## src/hw/rtl/sha256_pkg.sv

```systemverilog
// ----------------------------------------------------------------------------
// SHA-256 package
// Shared state type, command and status structs, round constants and helpers.
// ----------------------------------------------------------------------------
package sha256_pkg;

    typedef enum logic [2:0] {
        ST_IDLE,
        ST_LOAD,
        ST_ROUND,
        ST_FOLD,
        ST_PAD,
        ST_EMIT
    } state_t;

    typedef struct packed {
        logic       absorb;
        logic       load;
        logic       round;
        logic       fold;
        logic       pad_mark;
        logic       finish;
        logic       take_end;
    } ctrl_t;

    typedef struct packed {
        logic       block_full;
        logic       last_round;
        logic       end_pending;
        logic       pad_long;
        logic [5:0] pad_pos;
    } stat_t;

    localparam logic [31:0] H_INIT [8] = '{
        32'h6a09e667, 32'hbb67ae85, 32'h3c6ef372, 32'ha54ff53a,
        32'h510e527f, 32'h9b05688c, 32'h1f83d9ab, 32'h5be0cd19
    };

    localparam logic [31:0] K_ROUND [64] = '{
        32'h428a2f98, 32'h71374491, 32'hb5c0fbcf, 32'he9b5dba5,
        32'h3956c25b, 32'h59f111f1, 32'h923f82a4, 32'hab1c5ed5,
        32'hd807aa98, 32'h12835b01, 32'h243185be, 32'h550c7dc3,
        32'h72be5d74, 32'h80deb1fe, 32'h9bdc06a7, 32'hc19bf174,
        32'he49b69c1, 32'hefbe4786, 32'h0fc19dc6, 32'h240ca1cc,
        32'h2de92c6f, 32'h4a7484aa, 32'h5cb0a9dc, 32'h76f988da,
        32'h983e5152, 32'ha831c66d, 32'hb00327c8, 32'hbf597fc7,
        32'hc6e00bf3, 32'hd5a79147, 32'h06ca6351, 32'h14292967,
        32'h27b70a85, 32'h2e1b2138, 32'h4d2c6dfc, 32'h53380d13,
        32'h650a7354, 32'h766a0abb, 32'h81c2c92e, 32'h92722c85,
        32'ha2bfe8a1, 32'ha81a664b, 32'hc24b8b70, 32'hc76c51a3,
        32'hd192e819, 32'hd6990624, 32'hf40e3585, 32'h106aa070,
        32'h19a4c116, 32'h1e376c08, 32'h2748774c, 32'h34b0bcb5,
        32'h391c0cb3, 32'h4ed8aa4a, 32'h5b9cca4f, 32'h682e6ff3,
        32'h748f82ee, 32'h78a5636f, 32'h84c87814, 32'h8cc70208,
        32'h90befffa, 32'ha4506ceb, 32'hbef9a3f7, 32'hc67178f2
    };

    localparam logic [7:0] PAD_MARK = 8'h80;

    function automatic logic [31:0] ror(input logic [31:0] x, input int n);
        return (x >> n) | (x << (32 - n));
    endfunction

endpackage

```

## src/hw/rtl/sha256_hash_core.sv

```systemverilog
// ----------------------------------------------------------------------------
// SHA-256 hash core
// Streaming SHA-256 engine, at most one message byte per input item.
// ----------------------------------------------------------------------------
// Input channel s_axis: tdata = data_byte, tuser = has_byte,
// tlast = end_of_message. An item with has_byte set adds one byte; an item
// with end_of_message set pads the message and hashes it, also when no byte
// has been seen.
// Output channel m_axis: tdata = {word_index, digest_word}, tlast = last_word.
// Eight items follow each end of message, digest word 0 first.
// Throughput: one byte per cycle while the block buffer fills; the 64th
// byte of a block starts a compression (load, the rounds of the single
// round unit, chain fold), during which no input item is taken.
// After the end item the core pads, compresses and emits the digest. A
// block filled by the end item is compressed before the padding; padding
// takes a second block when the last block holds more than 55 bytes.
// Reset returns the initial hash values and a zero byte count.
// A stalled receiver holds the current digest word; no input item is
// taken until all eight words have been delivered.
// ----------------------------------------------------------------------------
module sha256_hash_core
(
    input  logic        clk,
    input  logic        rst_n,
    input  logic        s_axis_tvalid,
    output logic        s_axis_tready,
    input  logic [7:0]  s_axis_tdata,  // [7:0] data_byte
    input  logic        s_axis_tuser,  // [0] has_byte
    input  logic        s_axis_tlast,
    output logic        m_axis_tvalid,
    input  logic        m_axis_tready,
    output logic [39:0] m_axis_tdata,  // [31:0] digest_word, [34:32] word_index
    output logic        m_axis_tlast
);

    sha256_pkg::ctrl_t ctrl;
    sha256_pkg::stat_t stat;
    logic        in_fire, out_fire;
    logic [31:0] digest_word;
    logic [2:0]  word_index;

    assign in_fire  = s_axis_tvalid && s_axis_tready;
    assign out_fire = m_axis_tvalid && m_axis_tready;
    assign m_axis_tdata = {5'd0, word_index, digest_word};

    sha256_ctrl u_ctrl
    (
        .clk       (clk),
        .rst_n     (rst_n),
        .in_fire   (in_fire),
        .in_has    (s_axis_tuser),
        .in_end    (s_axis_tlast),
        .out_fire  (out_fire),
        .out_last  (m_axis_tlast),
        .stat      (stat),
        .ctrl      (ctrl),
        .in_ready  (s_axis_tready),
        .out_valid (m_axis_tvalid)
    );

    sha256_dpath u_dpath
    (
        .clk         (clk),
        .rst_n       (rst_n),
        .in_byte     (s_axis_tdata),
        .ctrl        (ctrl),
        .out_fire    (out_fire),
        .stat        (stat),
        .digest_word (digest_word),
        .word_index  (word_index),
        .last_word   (m_axis_tlast)
    );

endmodule

```

## src/hw/rtl/sha256_ctrl.sv

```systemverilog
// ----------------------------------------------------------------------------
// SHA-256 controller
// Sequences absorb, compression rounds, padding and digest output.
// ----------------------------------------------------------------------------
module sha256_ctrl
(
    input  logic               clk,
    input  logic               rst_n,
    input  logic               in_fire,
    input  logic               in_has,
    input  logic               in_end,
    input  logic               out_fire,
    input  logic               out_last,
    input  sha256_pkg::stat_t  stat,
    output sha256_pkg::ctrl_t  ctrl,
    output logic               in_ready,
    output logic               out_valid
);

    sha256_pkg::state_t state_reg, state_next;
    logic               pad_done_reg, pad_done_next;

    always_ff @(posedge clk or negedge rst_n)
    begin
        if (!rst_n)
        begin
            state_reg    <= sha256_pkg::ST_IDLE;
            pad_done_reg <= 1'b0;
        end
        else
        begin
            state_reg    <= state_next;
            pad_done_reg <= pad_done_next;
        end
    end

    always_comb
    begin
        state_next    = state_reg;
        pad_done_next = pad_done_reg;
        unique case (state_reg)
            sha256_pkg::ST_IDLE:
            begin
                if (in_fire && in_has && stat.block_full)
                begin
                    state_next    = sha256_pkg::ST_LOAD;
                    pad_done_next = 1'b0;
                end
                else if (in_fire && in_end)
                begin
                    state_next    = sha256_pkg::ST_PAD;
                    pad_done_next = 1'b0;
                end
            end
            sha256_pkg::ST_LOAD:
                state_next = sha256_pkg::ST_ROUND;
            sha256_pkg::ST_ROUND:
                if (stat.last_round)
                    state_next = sha256_pkg::ST_FOLD;
            sha256_pkg::ST_FOLD:
            begin
                if (stat.end_pending && pad_done_reg)
                    state_next = sha256_pkg::ST_EMIT;
                else if (stat.end_pending)
                    state_next = sha256_pkg::ST_PAD;
                else
                    state_next = sha256_pkg::ST_IDLE;
            end
            sha256_pkg::ST_PAD:
            begin
                if (stat.pad_pos == 6'd63)
                begin
                    state_next    = sha256_pkg::ST_LOAD;
                    pad_done_next = !stat.pad_long;
                end
            end
            sha256_pkg::ST_EMIT:
                if (out_fire && out_last)
                    state_next = sha256_pkg::ST_IDLE;
            default:
                state_next = sha256_pkg::ST_IDLE;
        endcase
    end

    always_comb
    begin
        ctrl      = '0;
        in_ready  = 1'b0;
        out_valid = 1'b0;
        unique case (state_reg)
            sha256_pkg::ST_IDLE:
            begin
                in_ready      = 1'b1;
                ctrl.absorb   = in_fire && in_has;
                ctrl.take_end = in_fire && in_end;
            end
            sha256_pkg::ST_LOAD:  ctrl.load     = 1'b1;
            sha256_pkg::ST_ROUND: ctrl.round    = 1'b1;
            sha256_pkg::ST_FOLD:  ctrl.fold     = 1'b1;
            sha256_pkg::ST_PAD:   ctrl.pad_mark = 1'b1;
            sha256_pkg::ST_EMIT:
            begin
                out_valid   = 1'b1;
                ctrl.finish = out_fire && out_last;
            end
            default: ;
        endcase
    end

endmodule

```

## src/hw/rtl/sha256_dpath.sv

```systemverilog
// ----------------------------------------------------------------------------
// SHA-256 datapath
// Block buffer, schedule window, working variables, chaining words and count.
// ----------------------------------------------------------------------------
module sha256_dpath
(
    input  logic               clk,
    input  logic               rst_n,
    input  logic [7:0]         in_byte,
    input  sha256_pkg::ctrl_t  ctrl,
    input  logic               out_fire,
    output sha256_pkg::stat_t  stat,
    output logic [31:0]        digest_word,
    output logic [2:0]         word_index,
    output logic               last_word
);

    logic [31:0] blk_reg [16];
    logic [31:0] w_reg   [16];
    logic [31:0] v_reg   [8];
    logic [31:0] h_reg   [8];
    logic [60:0] total_reg;
    logic [63:0] bits_reg;
    logic [5:0]  rnd_reg;
    logic [5:0]  pad_reg;
    logic        mark_reg;
    logic        end_reg;
    logic        long_reg;
    logic [2:0]  idx_reg;

    logic [31:0] w_new, w_cur, t1, t2, e, a;
    logic [5:0]  fill;
    logic [4:0]  fill_lane, pad_lane;
    logic [5:0]  len_lane;

    assign fill      = total_reg[5:0];
    assign e         = v_reg[4];
    assign a         = v_reg[0];
    assign fill_lane = {~fill[1:0], 3'b000};
    assign pad_lane  = {~pad_reg[1:0], 3'b000};
    assign len_lane  = {~pad_reg[2:0], 3'b000};

    always_comb
    begin
        w_new = w_reg[0]
              + (sha256_pkg::ror(w_reg[1], 7) ^ sha256_pkg::ror(w_reg[1], 18)
                 ^ (w_reg[1] >> 3))
              + w_reg[9]
              + (sha256_pkg::ror(w_reg[14], 17) ^ sha256_pkg::ror(w_reg[14], 19)
                 ^ (w_reg[14] >> 10));
        w_cur = w_reg[0];
        t1 = v_reg[7]
           + (sha256_pkg::ror(e, 6) ^ sha256_pkg::ror(e, 11) ^ sha256_pkg::ror(e, 25))
           + ((e & v_reg[5]) ^ (~e & v_reg[6]))
           + sha256_pkg::K_ROUND[rnd_reg] + w_cur;
        t2 = (sha256_pkg::ror(a, 2) ^ sha256_pkg::ror(a, 13) ^ sha256_pkg::ror(a, 22))
           + ((a & v_reg[1]) ^ (a & v_reg[2]) ^ (v_reg[1] & v_reg[2]));
    end

    assign stat.block_full  = (fill == 6'd63);
    assign stat.last_round  = (rnd_reg == 6'd63);
    assign stat.end_pending = end_reg;
    assign stat.pad_long    = long_reg;
    assign stat.pad_pos     = pad_reg;

    assign digest_word = h_reg[idx_reg];
    assign word_index  = idx_reg;
    assign last_word   = (idx_reg == 3'd7);

    always_ff @(posedge clk)
    begin
        if (ctrl.absorb)
            blk_reg[fill[5:2]][fill_lane +: 8] <= in_byte;
        if (ctrl.pad_mark)
        begin
            if (pad_reg >= 6'd56 && !long_reg)
                blk_reg[pad_reg[5:2]][pad_lane +: 8] <= bits_reg[len_lane +: 8];
            else if (mark_reg && pad_reg == fill)
                blk_reg[pad_reg[5:2]][pad_lane +: 8] <= sha256_pkg::PAD_MARK;
            else if (!mark_reg || pad_reg > fill)
                blk_reg[pad_reg[5:2]][pad_lane +: 8] <= 8'h00;
        end
        if (ctrl.load)
        begin
            for (int i = 0; i < 16; i++)
                w_reg[i] <= blk_reg[i];
        end
        else if (ctrl.round)
        begin
            for (int i = 0; i < 15; i++)
                w_reg[i] <= w_reg[i+1];
            w_reg[15] <= w_new;
        end
    end

    always_ff @(posedge clk or negedge rst_n)
    begin
        if (!rst_n)
        begin
            for (int i = 0; i < 8; i++)
            begin
                h_reg[i] <= sha256_pkg::H_INIT[i];
                v_reg[i] <= '0;
            end
            total_reg <= '0;
            bits_reg  <= '0;
            rnd_reg   <= '0;
            pad_reg   <= '0;
            mark_reg  <= 1'b0;
            end_reg   <= 1'b0;
            long_reg  <= 1'b0;
            idx_reg   <= '0;
        end
        else
        begin
            if (ctrl.absorb)
                total_reg <= total_reg + 61'd1;
            if (ctrl.take_end)
                end_reg <= 1'b1;
            if (ctrl.load)
            begin
                for (int i = 0; i < 8; i++)
                    v_reg[i] <= h_reg[i];
                rnd_reg <= '0;
            end
            if (ctrl.round)
            begin
                v_reg[7] <= v_reg[6];
                v_reg[6] <= v_reg[5];
                v_reg[5] <= v_reg[4];
                v_reg[4] <= v_reg[3] + t1;
                v_reg[3] <= v_reg[2];
                v_reg[2] <= v_reg[1];
                v_reg[1] <= v_reg[0];
                v_reg[0] <= t1 + t2;
                rnd_reg  <= rnd_reg + 6'd1;
            end
            if (ctrl.fold)
            begin
                for (int i = 0; i < 8; i++)
                    h_reg[i] <= h_reg[i] + v_reg[i];
                rnd_reg <= '0;
            end
            // first pad pass sets mark; long message needs second block
            if (ctrl.take_end)
            begin
                pad_reg  <= '0;
                mark_reg <= 1'b1;
            end
            if (ctrl.pad_mark)
            begin
                pad_reg <= pad_reg + 6'd1;
                if (pad_reg == 6'd63)
                begin
                    mark_reg <= 1'b0;
                    long_reg <= 1'b0;
                end
            end
            if (ctrl.take_end)
            begin
                bits_reg <= {(ctrl.absorb ? total_reg + 61'd1 : total_reg), 3'b000};
                long_reg <= ((ctrl.absorb ? fill + 6'd1 : fill) > 6'd55);
            end
            if (out_fire)
                idx_reg <= idx_reg + 3'd1;
            if (ctrl.finish)
            begin
                for (int i = 0; i < 8; i++)
                    h_reg[i] <= sha256_pkg::H_INIT[i];
                total_reg <= '0;
                end_reg   <= 1'b0;
            end
        end
    end

endmodule

```

## config.mk

```make
export PLATFORM = sky130hd
export DESIGN_NAME = sha256_hash_core
export DESIGN_NICKNAME = d
export VERILOG_FILES = /design/src/hw/rtl/sha256_pkg.sv /design/src/hw/rtl/sha256_hash_core.sv /design/src/hw/rtl/sha256_ctrl.sv /design/src/hw/rtl/sha256_dpath.sv
export SDC_FILE = /design/constraint.sdc
export NUM_CORES = 2
export LEC_CHECK = 0
export BUFFER_PORTS_ARGS = -buffer_cell sky130_fd_sc_hd__buf_2
export CAP_MARGIN = 20
export CORE_UTILIZATION = 55
export CTS_CLUSTER_DIAMETER = 150
export DETAILED_ROUTE_END_ITERATION = 8
export HOLD_SLACK_MARGIN = 0.03
export PLACE_DENSITY_LB_ADDON = 0.05
export SYNTH_ARGS = -nofsm -noshare
export SYNTH_HDL_FRONTEND = slang
export SYNTH_SLANG_ARGS = --single-unit
export TNS_END_PERCENT = 30
```

## constraint.sdc

```tcl
create_clock -name clk -period 25.2 [get_ports clk]
set_input_delay 5.04 -clock clk [delete_from_list [all_inputs] [get_ports clk]]
set_output_delay 5.04 -clock clk [all_outputs]
set_load 0.1 [all_outputs]
```

# After elaboration in Yosys (flattened, before gate mapping)
# Memories as Yosys holds them, arrays and structs flattened.
# Index checks and enable logic that the tools add are counted.
[word_totals]
regBits = 656
latch_bits = 0
ramBits = 1024
rom_bits = 2048
inputBits = 14
output_inout_bits = 43
elab_cells = 364
memories = 3
[classes]
n_addsub = 25
multipliers = 0
n_div = 0
magnitude_cmp = 5
n_eq_ne = 14
shifts = 7
mux = 148
n_bitwise = 112
reduce_logical = 24
[mem_list]
columns = ["memory", "words", "width", "read_ports", "rd_clocked_by_memory_dff", "wr", "line", "rtl"]
rows = [
  ["(name not given)", 64, 32, 1, 0, 0, "sha256_dpath.sv:55", "+ sha256_pkg::K_ROUND[rnd_reg] + w_cur;"],
  ["u_dpath.blk_reg", 16, 32, 16, 0, 1, "sha256_dpath.sv:18", "logic [31:0] blk_reg [16];"],
  ["u_dpath.w_reg", 16, 32, 16, 0, 16, "sha256_dpath.sv:19", "logic [31:0] w_reg [16];"],
]
[ops]
columns = ["op", "n"]
rows = [
  ["$mux 256", 4],
  ["$mux 32", 26],
  ["$add 32x32->32", 18],
  ["$xor 32x32->32", 9],
  ["$and 32x32->32", 5],
  ["$mux 61", 2],
  ["$mux 1", 99],
  ["$bmux 32 s3", 1],
  ["$or 1x1->1", 80],
  ["$shift 8x7->32 const A", 2],
  ["$shiftx 64x7->8", 1],
  ["$shiftx 8x7->32", 2],
  ["$shiftx 8x7->32 const A", 2],
  ["$add 61x1->61 const B", 1],
  ["$mux 6", 6],
  ["$not 32->32", 1],
  ["$or 10x32->32", 1],
  ["$or 13x32->32", 1],
  ["$or 14x32->32", 1],
  ["$or 15x32->32", 1],
  ["$or 19x32->32", 1],
  ["$or 21x32->32", 1],
  ["$or 25x32->32", 1],
  ["$or 26x32->32", 1],
  ["other kinds (38)", 68],
]

# Logic depth before layout (Yosys ltp)
[logic_depth]
depth_word = 10
mapped_depth = 39
depth_no_buf = 38

# Modules after synthesis
# A second synthesis with hierarchy kept.
[unflattened]
hier_cells = 9014
area_unflattened_um2 = 99116.3
[modules_own_cells]
columns = ["module", "instances", "cells_per_inst", "area_per_inst_um2", "seq_area_each_um2"]
rows = [
  ["sha256_dpath", 1, 8962, 98699.7, 47235.3],
  ["sha256_ctrl", 1, 44, 362.8, 100.1],
  ["sha256_hash_core", 1, 8, 53.8, 0.0],
]

# Least setup slack after synthesis
# Ideal clock, no wire load.
[synth_timing]
kind = "register -> register"
startpoint = "register u_ctrl.state_reg[2]"
endpoint = "register u_dpath.v_reg, in the netlist u_dpath.a[25]"
setup_ns = 0.133
t_arrival_ns = 16.562
t_required_ns = 25.067
slack_ns = 8.505
path_stages_with_launch = 8
n_path_buf = 3
synth_period_minus_slack_ns = 16.695
path_cell_list = "dfrtp_1 buf_6 or3b_2 clkbuf_1 nand2_1 clkbuf_1 o22ai_1 a21oi_1"
[synth_between]
elab_chain_len = 3
elab_cells_between_ends = 6
classes_between = "eq/ne: 2; mux: 3; reduce/logical: 1"
[synth_lines]
columns = ["element", "line", "rtl"]
rows = [
  ["start, declared", "sha256_ctrl.sv:20", "sha256_pkg::state_t state_reg, state_next;"],
  ["start signal, assigned", "sha256_ctrl.sv:27", "state_reg <= sha256_pkg::ST_IDLE;"],
  ["start signal, assigned", "sha256_ctrl.sv:32", "state_reg <= state_next;"],
  ["$eq 3x2->1 / $eq 3x1->1 (equally long branches)", "sha256_ctrl.sv:90", "unique case (state_reg)"],
  ["$mux 1", "sha256_ctrl.sv:90", ""],
  ["$mux 256 / $reduce_bool 2->1 (equally long branches)", "--", ""],
  ["end signal, assigned by index", "sha256_dpath.sv:123", "v_reg[i] <= h_reg[i];"],
  ["end, declared", "sha256_dpath.sv:20", "logic [31:0] v_reg [8];"],
]
# Several ways; a longest one is shown, not always the timed one.
# A chain may end at the register's enable or synchronous reset.

# Worst setup path in the final report
[layout_timing]
startpoint = "register u_dpath.rnd_reg[1]"
endpoint = "register u_dpath.v_reg, in the netlist u_dpath.a[29]"
[layout_between]
elab_chain_len = 8
[layout_lines]
columns = ["element", "line", "rtl"]
rows = [
  ["start, declared", "sha256_dpath.sv:24", "logic [5:0] rnd_reg;"],
  ["start signal, assigned", "sha256_dpath.sv:136", "rnd_reg <= rnd_reg + 6'd1;"],
  ["$not 6->7 (not written as such)", "sha256_dpath.sv:55", ""],
  ["$mem_v2 64x32", "--", ""],
  ["$mux 32 (not written as such) (2 in series)", "sha256_dpath.sv:55", ""],
  ["$add 32x32->32 (2 in series)", "sha256_dpath.sv:55", ""],
  ["$add 32x32->32", "sha256_dpath.sv:135", "v_reg[0] <= t1 + t2;"],
  ["$mux 256", "sha256_dpath.sv:126", "if (ctrl.round)"],
]
# No other way between the ends. The select of a mux whose other input is x is not followed.

==> metrics.md <==
| Metric | Value |
|---|---|
| Status | completed |
| Vias per Instance | between 6 and 7 |
| Post-CTS Resized | 0 |
| Area grow syn2layout | 9.91% |
| Mean Syn Cell Area | between 10 and 15 sq um |
| Biggest area consumer among synthesized cells | edfxtp_1 |
| GR Util met3 | 0.0533 |
| Post-Route Setup TNS | 0 ns |
| CTS Root Cell | clkbuf_16 |
| Routed WL | roughly 320000 um |
| Crit path max fanout | 19 |
| Slew headroom | 0.178 |
| Wirelength per Cell | between 20 and 30 um |
| Crit path time final | 11.82 ns |
| Buffer count from post-CTS setup fixing | 0 |
| Syn Std Cell Area | 94500 sq um |
| Clk buf depth | 3 |
| EDFF count, synth | approximately 1000 |
| Sinks on Clock Net | 1680 |
| Grt total ovfl | 0 |
| Final design utilization | 0.611 |
| Slowest stage delay, CP | approximately 0.9 ns |
| CP Data Arrival Time | 12.49 ns |
| Post-route ant nets | 0 |
| Nets | around 10000 |
| Setup Viol. Count Final | 0 |
| Worst path slowest cell | ha_1 |
| Starting Density | 0.556 |
| Fin. max-slew vios | 0 |
| Post-synth ARST share | 0.390 |
| Share of cells above drive strength 1 | 0.0932 |
| Synth Instances | between 9000 and 10000 |
| First-pass GRT wire length | around 470000 um |
| Largest net degree at the start of global routing | 192 |
| Fmax | between 0.08 and 0.09 GHz |
| Commonest non-fill, non-tap cell in the layout | nand2_1 |
| Most frequent cells in the layout | nand2_1 (2344), edfxtp_1 (1024), nor2_1 (615), dfrtp_1 (514), o21ai_0 (503) |
| H-tree levels | 4 |
| Antenna violations before repair | 14 |
| Skew-Pair Late Insertion Delay | 0.86 ns |
| Netlist cell types | 98 |
| Count of input and output buffers | 51 |
| Worst Setup Start Kind | flip-flop |
| Synth Register Bits | around 1700 |
| Clock Pin Slew Worst Setup and Hold Paths | 0.06 ns |
| Routed vias | between 70000 and 80000 |
| Final hold viol count | 0 |
| RSZ-0062 raised after global routing | false |
| Post-synth top area share | 0.325 |
| Num CTS Buffers | roughly 180 |
| Synth area leaders | edfxtp_1 (33%), dfrtp_1 (14%), nand2_1 (9.3%) |
| Initial drt markers | roughly 7900 |
| Register area share after synthesis | 0.501 |
| Max-cap violations | 0 |
| CTS tree | done |
| Tcrit/Tclk final | 0.469 |
| Worst Setup End Kind | flip-flop |
| Slew of the pin with the lowest slew margin | 1.23 ns |
| Fill cells | approximately 14000 |
| Vias in the first global route | ~70000 |
| Hold-fix buffers, CTS | 0 |
| GRT Total Usage | 0.365 |
| Ys Warns | 0 |
| CP Class | reg2reg |
| Worst Hold Class | reg2reg |
| Detailed placer's ending HPWL | approximately 230000 um |
| Post-route DRC | 0 |
| Core area | 170000 sq um |
| Critical Path RT | roughly 26 ns |
| Die Area | around 170000 sq um |
| Die Y | between 400 and 500 um |
| Die Wd | between 400 and 500 um |
| Layout Skew | around 0.076 ns |
| I/O pin count | 57 |
| Met2 usage | 0.601 |
| Top_reg_cell synth | edfxtp_1 |
| Placer Congestion | about 1.0 |
| Top Usage Layer GRT | met2 |
| Met1 Usage GRT | 0.474 |
| Rows | ~150 |
| Crit-path most repeated cell | o21ai_0 |
| Drt first pass iters | 6 |
-- stage by stage --
step / worst slack (ns) / hold slack (ns) / instance area (sq um) / cells
after floorplan: 8.50 / 0.444 / 94500 / 9432
after global placement: 13.56 / 0.458 / 97100 / 11300
after detailed placement: 13.55 / 0.466 / 97300 / 11400
after CTS: 13.47 / 0.480 / 104000 / 11700
after global routing: 12.84 / 0.500 / 104000 / 11700
final: 13.38 / 0.478 / 104000 / 11700
-- metal layers --
metal / up-vias / share of wire
li1: 32800 / -
met1: 36100 / 0.40
met2: 3143 / 0.48
met3: 673 / 0.070
met4: 4 / 0.055
met5: - / 0.000060
-- synthesized netlist by cell type (all sizes together) (62+ instances only) --
cell type,number
inv,290
xor2,216
nor2,622
ha,410
edfxtp,1024
dfstp,136
a21oi,476
nand2b,62
o21a,67
mux4,83
xnor2,393
a31oi,278
clkbuf,444
buf,63
nor3,175
nand2,2349
o21ai,541
fa,195
nand3,152
dfrtp,520
a21o,157
-- critical path: cells and delay by family, from the launching register on --
family / cells / cell delay [ns]
buffers and inverters: 2 / 0.75
AOI/OAI and AO/OA: 16 / 4.28
DFF: 1 / 0.82
muxes: 1 / 0.60
adders and majority gates: 7 / 3.42
xor gates and xnor gates: 2 / 0.53
and+or+nand+nor: 6 / 1.22
-- kinds of logic after synthesis --
family | Yosys count | synth area share
muxes | 173 | 0.0299
DFF | 1680 | 0.501
other | 1 | 0.0000397
AOI/OAI and AO/OA | 1908 | 0.123
and+or+nand+nor | 3625 | 0.159
buffers and inverters | 800 | 0.0322
adders and majority gates | 631 | 0.0983
xor gates and xnor gates | 610 | 0.0567
-- final timing paths --
| path | from | to | slack [ns] | depth (start not counted) |
|---|---|---|---|---|
| max reg2reg | u_dpath.rnd_reg[1] | u_dpath.a[29] | 13.38 | 34 |
| min reg2reg | u_dpath.bits_reg[24] | u_dpath.bits_reg[24] | 0.48 | 2 |
| max | u_dpath.rnd_reg[1] | u_dpath.a[29] | 13.38 | 34 |
| min in group asynchronous | rst_n | u_dpath.h_reg[73] | 4.25 | 1 |
| min | u_dpath.bits_reg[24] | u_dpath.bits_reg[24] | 0.48 | 2 |
| max in group asynchronous | rst_n | u_dpath.v_reg[200] | 18.01 | 4 |
-- area by class of cell --
cell class / count / area (sq um) / share of cell area
flip-flops and latches: 1680 / 47400 / 0.456
multi-input cells: 6952 / 44400 / 0.427
clock buffers: 237 / 4910 / 0.0472
well taps: 2218 / 2780 / 0.0267
repair buffers: 246 / 1870 / 0.0180
clock inverters: 94 / 1460 / 0.0141
inverters: 293 / 1100 / 0.0106
diodes: 11 / 27.5 / 0.000265
Power is left out: the tool's default activity adds up to more than one toggle a clock period on the data nets, which glitch-free logic cannot reach.
